File: config.mk
export PLATFORM = sky130hd
export DESIGN_NAME = lfuda_replacement_policy
export DESIGN_NICKNAME = d
export VERILOG_FILES = /design/src/lfuda_pkg.sv /design/src/lfuda_ram.sv /design/src/lfuda_ctrl.sv /design/src/lfuda_dp.sv /design/src/lfuda_replacement_policy.sv
export SDC_FILE = /design/constraint.sdc
export NUM_CORES = 2
export LEC_CHECK = 0
export ABC_AREA = 1
export BUFFER_PORTS_ARGS = -buffer_cell sky130_fd_sc_hd__buf_2
export CELL_PAD_IN_SITES_DETAIL_PLACEMENT = 1
export CELL_PAD_IN_SITES_GLOBAL_PLACEMENT = 1
export CORE_MARGIN = 3
export CORE_UTILIZATION = 35
export CTS_BUF_LIST = sky130_fd_sc_hd__clkbuf_16
export CTS_CLUSTER_DIAMETER = 200
export DETAILED_ROUTE_END_ITERATION = 8
export PLACE_DENSITY_LB_ADDON = 0.12
export SLEW_MARGIN = 20
export SYNTH_ARGS = -nofsm -noshare
export SYNTH_HDL_FRONTEND = slang
export SYNTH_SLANG_ARGS = --single-unit
File: constraint.sdc
create_clock -name clk -period 12.8 [get_ports clk]
set_clock_uncertainty 0.2 [all_clocks]
set_input_delay 0.64 -clock clk [delete_from_list [all_inputs] [get_ports clk]]
set_output_delay 0.64 -clock clk [all_outputs]
set_load 0.05 [all_outputs]
File: src/lfuda_pkg.sv
// Shared types, constants and control structs of the LFUDA replacement block.
package lfuda_pkg;

    localparam int ENTRIES_DEF   = 16;
    localparam int PRIO_BITS_DEF = 32;
    localparam int KEY_W         = 64;
    localparam int STAMP_W       = 32;

    localparam logic ACT_ACCESS = 1'b0;
    localparam logic ACT_REMOVE = 1'b1;

    typedef struct packed {
        logic             action;
        logic [KEY_W-1:0] key;
    } req_item_t;

    typedef struct packed {
        logic             hit;
        logic             evicted;
        logic [KEY_W-1:0] evicted_key;
    } rsp_item_t;

    typedef enum logic [2:0] {
        ST_CLEAR,
        ST_IDLE,
        ST_SCAN,
        ST_DECIDE,
        ST_LEVEL,
        ST_WRITE
    } ctl_state_t;

    typedef struct packed {
        logic clear;
        logic load;
        logic scan;
        logic decide;
        logic level;
        logic write;
    } ctl_cmd_t;

    typedef struct packed {
        logic clr_last;
        logic scan_done;
        logic need_level;
        logic out_free;
    } dp_sts_t;

endpackage

File: src/lfuda_ram.sv
// Generic single write port RAM with registered read.
module lfuda_ram #(
    parameter int WIDTH = 8,
    parameter int DEPTH = 16
) (
    input  logic                     clk,
    input  logic                     wr_en,
    input  logic [$clog2(DEPTH)-1:0] wr_addr,
    input  logic [WIDTH-1:0]         wr_data,
    input  logic                     rd_en,
    input  logic [$clog2(DEPTH)-1:0] rd_addr,
    output logic [WIDTH-1:0]         rd_data
);

    logic [WIDTH-1:0] mem [DEPTH];
    logic [WIDTH-1:0] rd_data_reg;

    always_ff @(posedge clk)
    begin
        if (wr_en)
        begin
            mem[wr_addr] <= wr_data;
        end
        if (rd_en)
        begin
            rd_data_reg <= mem[rd_addr];
        end
    end

    assign rd_data = rd_data_reg;

endmodule

File: src/lfuda_ctrl.sv
// Sequencing state machine of the LFUDA replacement block.
module lfuda_ctrl
    import lfuda_pkg::*;
(
    input  logic     clk,
    input  logic     rst_n,
    input  logic     req_valid,
    output logic     req_stall,
    input  dp_sts_t  sts,
    output ctl_cmd_t cmd
);

    ctl_state_t state_reg;
    ctl_state_t state_next;

    always_ff @(posedge clk or negedge rst_n)
    begin
        if (!rst_n)
        begin
            state_reg <= ST_CLEAR;
        end
        else
        begin
            state_reg <= state_next;
        end
    end

    always_comb
    begin
        state_next = state_reg;
        cmd        = '0;
        req_stall  = 1'b1;
        unique case (state_reg)
            ST_CLEAR:
            begin
                cmd.clear = 1'b1;
                if (sts.clr_last)
                begin
                    state_next = ST_IDLE;
                end
            end
            ST_IDLE:
            begin
                req_stall = 1'b0;
                if (req_valid)
                begin
                    cmd.load   = 1'b1;
                    state_next = ST_SCAN;
                end
            end
            ST_SCAN:
            begin
                cmd.scan = 1'b1;
                if (sts.scan_done)
                begin
                    state_next = ST_DECIDE;
                end
            end
            ST_DECIDE:
            begin
                cmd.decide = 1'b1;
                state_next = sts.need_level ? ST_LEVEL : ST_WRITE;
            end
            ST_LEVEL:
            begin
                cmd.level = 1'b1;
                if (sts.scan_done)
                begin
                    state_next = ST_WRITE;
                end
            end
            ST_WRITE:
            begin
                if (sts.out_free)
                begin
                    cmd.write  = 1'b1;
                    state_next = ST_IDLE;
                end
            end
            default:
            begin
                state_next = ST_CLEAR;
            end
        endcase
    end

endmodule

File: src/lfuda_dp.sv
// Datapath of the LFUDA replacement block: slot memory, scan accumulators, result register.
module lfuda_dp
    import lfuda_pkg::*;
#(
    parameter int ENTRIES   = ENTRIES_DEF,
    parameter int PRIO_BITS = PRIO_BITS_DEF
) (
    input  logic      clk,
    input  logic      rst_n,
    input  ctl_cmd_t  cmd,
    output dp_sts_t   sts,
    input  req_item_t req,
    output logic      rsp_valid,
    input  logic      rsp_stall,
    output rsp_item_t rsp
);

    localparam int IW = $clog2(ENTRIES);
    localparam int CW = $clog2(ENTRIES + 1);
    localparam int P  = PRIO_BITS;
    localparam int W  = 1 + KEY_W + P + STAMP_W;
    localparam logic [CW-1:0] CNT_END  = CW'(ENTRIES);
    localparam logic [IW-1:0] IDX_LAST = IW'(ENTRIES - 1);

    function automatic logic [P-1:0] sat_add(input logic [P-1:0] a, input logic [P-1:0] b);
        logic [P:0] s;
        s = {1'b0, a} + {1'b0, b};
        return s[P] ? {P{1'b1}} : s[P-1:0];
    endfunction

    // Scan control
    logic [CW-1:0] cnt_reg, cnt_next;
    logic          rd_vld_reg;
    logic [IW-1:0] rd_idx_reg;
    logic          rd_issue;

    // Request and global state
    logic             act_reg;
    logic [KEY_W-1:0] key_reg;
    logic [P-1:0]     lvl_reg, lvl_next;
    logic [STAMP_W-1:0] sc_reg;

    // First scan
    logic               found_reg;
    logic [IW-1:0]      found_idx_reg;
    logic [P-1:0]       found_prio_reg;
    logic               free_reg;
    logic [IW-1:0]      free_idx_reg;
    logic               vic_any_reg;
    logic [IW-1:0]      vic_idx_reg;
    logic [P-1:0]       vic_prio_reg;
    logic [STAMP_W-1:0] vic_age_reg;
    logic [KEY_W-1:0]   vic_key_reg;

    // Decision
    logic          chk_reg;
    logic [IW-1:0] x_idx_reg;
    logic          wr_en_reg;
    logic          wr_ins_reg;
    logic          wr_valid_reg;
    logic [IW-1:0] wr_slot_reg;
    logic [P-1:0]  wr_prio_reg;
    rsp_item_t     res_reg;

    // Second scan
    logic         eq_reg;
    logic         any2_reg;
    logic [P-1:0] min2_reg;

    logic      rsp_valid_reg;
    rsp_item_t rsp_reg;

    // Memory
    logic               ram_we;
    logic [IW-1:0]      ram_waddr;
    logic [W-1:0]       ram_wdata;
    logic [W-1:0]       ram_rdata;
    logic               e_valid;
    logic [KEY_W-1:0]   e_key;
    logic [P-1:0]       e_prio;
    logic [STAMP_W-1:0] e_stamp;
    logic [STAMP_W-1:0] e_age;

    logic [P-1:0] hit_prio;
    logic         chk_c;
    logic [P-1:0] ins_prio;

    assign rd_issue = (cmd.scan || cmd.level) && (cnt_reg != CNT_END);
    assign {e_valid, e_key, e_prio, e_stamp} = ram_rdata;
    assign e_age    = sc_reg - e_stamp;
    assign hit_prio = sat_add(found_prio_reg, lvl_reg);

    // Whether the level must be searched again once this item leaves its priority.
    always_comb
    begin
        chk_c = 1'b0;
        priority if (act_reg == ACT_REMOVE)
        begin
            chk_c = found_reg && (found_prio_reg == lvl_reg);
        end
        else if (found_reg)
        begin
            chk_c = (hit_prio != found_prio_reg) && (found_prio_reg == lvl_reg);
        end
        else
        begin
            chk_c = !free_reg;
        end
    end

    always_comb
    begin
        lvl_next = lvl_reg;
        if (cmd.decide && act_reg == ACT_ACCESS && !found_reg && !free_reg)
        begin
            lvl_next = vic_prio_reg;
        end
        else if (cmd.write && chk_reg && !eq_reg && any2_reg)
        begin
            lvl_next = min2_reg;
        end
    end

    assign ins_prio = sat_add(lvl_next, P'(1));

    always_comb
    begin
        cnt_next = cnt_reg;
        if (cmd.load || cmd.decide)
        begin
            cnt_next = '0;
        end
        else if (cmd.clear || rd_issue)
        begin
            cnt_next = cnt_reg + CW'(1);
        end
    end

    always_comb
    begin
        ram_we    = 1'b0;
        ram_waddr = wr_slot_reg;
        ram_wdata = {wr_valid_reg, key_reg, wr_ins_reg ? ins_prio : wr_prio_reg, sc_reg};
        if (cmd.clear)
        begin
            ram_we    = 1'b1;
            ram_waddr = cnt_reg[IW-1:0];
            ram_wdata = '0;
        end
        else if (cmd.write)
        begin
            ram_we = wr_en_reg;
        end
    end

    lfuda_ram #(
        .WIDTH (W),
        .DEPTH (ENTRIES)
    ) u_slots (
        .clk     (clk),
        .wr_en   (ram_we),
        .wr_addr (ram_waddr),
        .wr_data (ram_wdata),
        .rd_en   (rd_issue),
        .rd_addr (cnt_reg[IW-1:0]),
        .rd_data (ram_rdata)
    );

    always_ff @(posedge clk or negedge rst_n)
    begin
        if (!rst_n)
        begin
            cnt_reg       <= '0;
            rd_vld_reg    <= 1'b0;
            lvl_reg       <= '0;
            sc_reg        <= '0;
            rsp_valid_reg <= 1'b0;
        end
        else
        begin
            cnt_reg    <= cnt_next;
            rd_vld_reg <= rd_issue;
            lvl_reg    <= lvl_next;
            if (cmd.write && wr_en_reg && wr_valid_reg)
            begin
                sc_reg <= sc_reg + STAMP_W'(1);
            end
            if (cmd.write)
            begin
                rsp_valid_reg <= 1'b1;
            end
            else if (!rsp_stall)
            begin
                rsp_valid_reg <= 1'b0;
            end
        end
    end

    always_ff @(posedge clk)
    begin
        rd_idx_reg <= cnt_reg[IW-1:0];
        if (cmd.load)
        begin
            act_reg     <= req.action;
            key_reg     <= req.key;
            found_reg   <= 1'b0;
            free_reg    <= 1'b0;
            vic_any_reg <= 1'b0;
        end
        if (cmd.scan && rd_vld_reg)
        begin
            if (e_valid && e_key == key_reg && !found_reg)
            begin
                found_reg      <= 1'b1;
                found_idx_reg  <= rd_idx_reg;
                found_prio_reg <= e_prio;
            end
            if (!e_valid && !free_reg)
            begin
                free_reg     <= 1'b1;
                free_idx_reg <= rd_idx_reg;
            end
            if (e_valid && (!vic_any_reg || e_prio < vic_prio_reg
                            || (e_prio == vic_prio_reg && e_age > vic_age_reg)))
            begin
                vic_any_reg  <= 1'b1;
                vic_idx_reg  <= rd_idx_reg;
                vic_prio_reg <= e_prio;
                vic_age_reg  <= e_age;
                vic_key_reg  <= e_key;
            end
        end
        if (cmd.decide)
        begin
            chk_reg  <= chk_c;
            eq_reg   <= 1'b0;
            any2_reg <= 1'b0;
            priority if (act_reg == ACT_REMOVE)
            begin
                res_reg      <= '{found_reg, 1'b0, {KEY_W{1'b0}}};
                x_idx_reg    <= found_idx_reg;
                wr_en_reg    <= found_reg;
                wr_ins_reg   <= 1'b0;
                wr_valid_reg <= 1'b0;
                wr_slot_reg  <= found_idx_reg;
                wr_prio_reg  <= found_prio_reg;
            end
            else if (found_reg)
            begin
                res_reg      <= '{1'b1, 1'b0, {KEY_W{1'b0}}};
                x_idx_reg    <= found_idx_reg;
                wr_en_reg    <= 1'b1;
                wr_ins_reg   <= 1'b0;
                wr_valid_reg <= 1'b1;
                wr_slot_reg  <= found_idx_reg;
                wr_prio_reg  <= hit_prio;
            end
            else
            begin
                res_reg      <= '{1'b0, !free_reg, free_reg ? {KEY_W{1'b0}} : vic_key_reg};
                x_idx_reg    <= vic_idx_reg;
                wr_en_reg    <= 1'b1;
                wr_ins_reg   <= 1'b1;
                wr_valid_reg <= 1'b1;
                wr_slot_reg  <= free_reg ? free_idx_reg : vic_idx_reg;
                wr_prio_reg  <= found_prio_reg;
            end
        end
        if (cmd.level && rd_vld_reg && e_valid && rd_idx_reg != x_idx_reg)
        begin
            if (e_prio == lvl_reg)
            begin
                eq_reg <= 1'b1;
            end
            if (!any2_reg || e_prio < min2_reg)
            begin
                any2_reg <= 1'b1;
                min2_reg <= e_prio;
            end
        end
        if (cmd.write)
        begin
            rsp_reg <= res_reg;
        end
    end

    assign sts.clr_last   = (cnt_reg[IW-1:0] == IDX_LAST);
    assign sts.scan_done  = (cnt_reg == CNT_END) && !rd_vld_reg;
    assign sts.need_level = chk_c;
    assign sts.out_free   = !rsp_valid_reg || !rsp_stall;

    assign rsp_valid = rsp_valid_reg;
    assign rsp       = rsp_reg;

    // A new result appears only from a table update.
    a_rsp_from_write: assert property (@(posedge clk) disable iff (!rst_n)
        $rose(rsp_valid_reg) |-> $past(cmd.write))
        else $error("result raised without a table update");

    // Hit and eviction never come together.
    a_hit_no_evict: assert property (@(posedge clk) disable iff (!rst_n)
        rsp_valid_reg |-> !(rsp_reg.hit && rsp_reg.evicted))
        else $error("hit and eviction in one result");

    // A result that evicts nothing carries a zero key.
    a_ekey_zero: assert property (@(posedge clk) disable iff (!rst_n)
        (rsp_valid_reg && !rsp_reg.evicted) |-> (rsp_reg.evicted_key == '0))
        else $error("evicted key set without eviction");

    // Memory is never written while a scan is reading it.
    a_no_write_in_scan: assert property (@(posedge clk) disable iff (!rst_n)
        (cmd.scan || cmd.level) |-> !ram_we)
        else $error("slot write during scan");

endmodule

File: src/lfuda_replacement_policy.sv
// Top level of the LFUDA replacement block: controller and datapath.
//
//  Channel  | Signals                      | Direction | Item
//  request  | req_valid, req_stall, req    | in        | action, key
//  response | rsp_valid, rsp_stall, rsp    | out       | hit, evicted, evicted_key
//
// After reset the slot memory is cleared, during which req_stall is high.
// Each item goes from acceptance to its result through one pass over the
// slot memory, whose single read port delivers one slot a cycle, then a decision and
// an update. When the item leaves the group at the aging level, a second pass
// checks whether that group is now empty and finds the new level before the update.
// A finished result waits in the output register while the next item is accepted;
// the update of a following item waits only if that register is still stalled.
module lfuda_replacement_policy
    import lfuda_pkg::*;
#(
    parameter int ENTRIES   = ENTRIES_DEF,
    parameter int PRIO_BITS = PRIO_BITS_DEF
) (
    input  logic      clk,
    input  logic      rst_n,
    input  logic      req_valid,
    output logic      req_stall,
    input  req_item_t req,
    output logic      rsp_valid,
    input  logic      rsp_stall,
    output rsp_item_t rsp
);

    // Command and status links between the sequencer and the datapath.
    ctl_cmd_t cmd;
    dp_sts_t  sts;

    // The sequencer walks the clear pass, the scans and the update.
    lfuda_ctrl u_ctrl (
        .clk       (clk),
        .rst_n     (rst_n),
        .req_valid (req_valid),
        .req_stall (req_stall),
        .sts       (sts),
        .cmd       (cmd)
    );

    // The datapath holds the slot memory, the aging level and the result register.
    lfuda_dp #(
        .ENTRIES   (ENTRIES),
        .PRIO_BITS (PRIO_BITS)
    ) u_dp (
        .clk       (clk),
        .rst_n     (rst_n),
        .cmd       (cmd),
        .sts       (sts),
        .req       (req),
        .rsp_valid (rsp_valid),
        .rsp_stall (rsp_stall),
        .rsp       (rsp)
    );

endmodule

==> results.py <==
metrics = {
    "global_route": {
        "grt_max_degree": 197,
        "overflow": 0,
        "grt_pass1_vias": 75700,
        "antenna_found_initial": 8,
        "grt_pass1_wl_um": 545000,
        "grt_usage_pct": 22.7,
    },
    "placed_design": {
        "io_buffers": 136,
        "post-place-ws_ps": 4960,
        "gp_congestion": 0.835,
        "dp.cells": 12800,
        "dp_hpwl_um": 209000,
    },
    "drt": {
        "dr.pass1.iters": 5,
        "drc_errors": 0,
        "via_count": 73200,
        "viasPerCell": 5.44,
        "routed_wl_um": 377000,
        "wl_per_cell_um": 28.0,
        "antenna_left": 0,
        "drt_iter0_drc": 6205,
    },
    "logic_synthesis": {
        "synth_cells": 8878,
        "syn_area_mm2": 0.112,
        "postSynthNetCount": 9111,
        "synthArstFlopShare_pct": 2.72,
        "seq_area_frac_synth_pct": 72.7,
        "yosysTopAreaCellShare_pct": 70.9,
        "yosysUniqueCellTypes": 63,
        "syn-mean-instance-area_um2": 12.6,
        "synth-main-ff-cell": "edfxtp_1",
        "ys_ff_latch": 2721,
        "synth_area_leaders": "edfxtp_1 71%, o21ai_0 5.1%, nor2_1 4.7%, nand2_1 2.9%, inv_1 2.0%",
        "synth-edff-count": 2638,
        "yosys.area.top_type": "edfxtp_1",
        "yosys_warnings": 0,
    },
    "cts": {
        "path_clk_slew_ps": 60,
        "cts.htree.levels": 5,
        "max-clock-path-buffers": 4,
        "insertion_delay_ps": 900,
        "cts_tree": "done",
        "cts.sinks": 2721,
        "cts_buffers": 309,
        "cts_resized": 0,
        "post_cts_buffers": 0,
        "cts_root_buf": "clkbuf_16",
    },
    "worst_setup_path": {
        "cpMaxStageDelayCell": "nor2_4",
        "path_max_fanout": 34,
        "crit_arrival_ps": 8030,
        "end_kind": "flip-flop",
        "required_ps": 13100,
        "crit_top_cell": "nand2_1",
        "path_buf_inv": 3,
        "cpLargestDelayFamily": "simple AND/OR/NAND/NOR gates",
        "max_stage_delay_ps": 730,
        "worstSetupStartpointType": "flip-flop",
        "crit_chain": "ha_1, nand2_1, nor3_1, a21oi_1, o21ai_0, a21boi_0, o21bai_1, a21oi_1, o21ai_0, a21oi_1, xnor2_1, ha_1, nand2_1, inv_1, nand3_1, nor4_1, nand2_1, o2111ai_1, nand2_1, nand2_1, nand2_1, nor2_4, buf_4, buf_4",
        "critPathKind": "flip-flop to flip-flop",
    },
    "status": {
        "status": "complete, no violations",
    },
    "power": {
        "cellPowerDensity_mw_per_mm2": 253,
        "combinationalPowerShare_pct": 31.8,
        "netSwitchingPower_uw": 12300,
        "irDropWorstVdd_uv": 214,
        "power_leakage_uw": 0.0443,
        "p_seq_share_pct": 41.2,
        "power.total_uw": 32300,
        "swShare_pct": 37.9,
        "p_clk_share_pct": 27.0,
        "p_int_uw": 20100,
    },
    "floorplanning": {
        "die_x_um": 571,
        "ios": 137,
        "core_area_mm2": 0.316,
        "die_y_um": 571,
        "rows": 206,
        "start_util_pct": 35.3,
        "dieArea_mm2": 0.326,
    },
    "sta": {
        "fmax_mhz": 130,
        "setup-violations-final": 0,
        "rsz0062_at_grt": "false",
        "finalCriticalPeriod_ps": 7720,
        "worst_pin_slew_ps": 1190,
        "setup_slack_ps": 5080,
        "period_share_pct": 60.3,
        "relSlewSlack_pct": 20.4,
        "finalSetupTns_ps": 0,
        "finalHoldViolations": 0,
        "drv_slew": 0,
    },
    "final_layout": {
        "nets": 9273,
        "area_growth_pct": 14.5,
        "largest_register_ff_count": 2064,
        "num-fill-cells": 32700,
        "drive_gt1_share_pct": 8.90,
        "stdcell_count": 13500,
    },
    "job": {
        "maxCapViolations": 0,
    },
    "min_path": {
        "hp-class": "input pin to flip-flop",
    },
}
cells by family (layout without fill, tap and decap cells):
logic type / after synthesis / after routing / synth area share (%)
AO/OA/AOI/OAI: 1991 / 1991 / 10.5
buffers and inverters: 1085 / 1497 / 3.72
flip-flops: 2721 / 2721 / 72.7
AND/OR/NAND/NOR: 2780 / 2780 / 10.2
other: 0 / 4 / 0
XOR/XNOR: 137 / 137 / 1.07
adder cells (fa/ha/maj): 164 / 164 / 1.85
metrics by stage:
stage,util [%],hold WS (ps),cell area [um^2]
4_1_cts,40.4,29.5,128000
6_report,40.5,84.0,128000
2_1_floorplan,-,144,112000
3_3_place_gp,37.1,205,117000
3_5_place_dp,37.1,206,117000
5_1_grt,40.5,35.6,128000
synthesized netlist by cell type, types with 16 or more instances:
library cell	instances
inv_1	603
nand4_1	62
dfrtp_1	74
nor2_1	1392
or2_2	16
a31oi_1	18
o22ai_1	319
xor2_1	80
nor3_1	42
nand3_1	326
o21ai_0	1143
ha_1	162
a21oi_1	125
edfxtp_1	2638
o221ai_1	213
o211ai_1	73
nor4_1	19
clkbuf_1	421
buf_1	31
xnor2_1	57
nand2_1	875
power groups by stage:
stage / sequential, uW / clock [uW] / combinational, uW
finish: 13300 / 8730 / 10300
global route: 13400 / 9310 / 11400
CTS: 13300 / 8940 / 10400
detailed placement: 13500 / 0 / 10300
global placement: 13500 / 0 / 10100
floorplan: 13200 / 0 / 6240
final timing paths:
kind	startpoint	to	slack, ps	depth (start not counted)
min in group asynchronous	rst_n	u_dp.rsp_valid$_DFFE_PN0P_	90	2
worst min register to register	u_dp.res_reg[63]$_SDFFCE_PP0P_	u_dp.rsp[63]$_DFFE_PP_	200	0
max in group asynchronous	rst_n	u_dp.cnt_reg[2]$_DFFE_PN0P_	10970	3
worst min-delay path	req_valid	u_ctrl.state_reg[0]$_DFFE_PN0P_	80	3
worst max-delay path	u_dp.sc_reg[4]$_DFFE_PN0P_	u_dp.vic_prio_reg[20]$_DFFE_PP_	5080	24
worst max register to register	u_dp.sc_reg[4]$_DFFE_PN0P_	u_dp.vic_prio_reg[20]$_DFFE_PP_	5080	24
placed cells by master, fill, tap and decap left out, drive strengths merged, types with 5 or more instances in the layout:
cell and instances:
dfrtp 74, ha 162, xor2 80, or2 18, a31oi 20, nor4 20, dfxtp 9, nor2 1403
bufinv 30, clkbuf 315, a21oi 135, nand3 330, edfxtp 2638, dlygate4sd3 66, xnor2 57, o21bai 7
nand2 881, nand3b 5, a211oi 7, nor3 47, nand4 63, o22ai 330, o221ai 213, inv 687
o21a 8, clkinv 133, buf 257, o211ai 73, o2111ai 6, clkinvlp 9, o21ai 1168
tightest hold or removal path, stage by stage:
cell and delay, ps:
buf_2 170, o22a_1 240, nand2_1 70
final cells by class:
type	count	area [um^2]	area share [%]
clock buffer	315	7880	6.16
timing repair buffer	323	2540	1.99
inverter	613	2350	1.84
multi-input combinational	5072	26700	20.8
tap	4160	5200	4.07
sequential	2721	81300	63.5
clock inverter	246	2060	1.61
antenna	4	10.0	0.00782
layer usage:
layer | GRT usage [%] | part of all wire [%]
met1 | 32.0 | 46
met3 | 2.13 | 3.8
met4 | 5.48 | 2.4
met2 | 37.8 | 48
met5 | 0 | 0
repair_timing:
item,in CTS,in global routing
hold buffers,66,0
hold endpoints to repair,93,0
setup endpoints to repair,0,0
(Power assumes the default switching activity.)
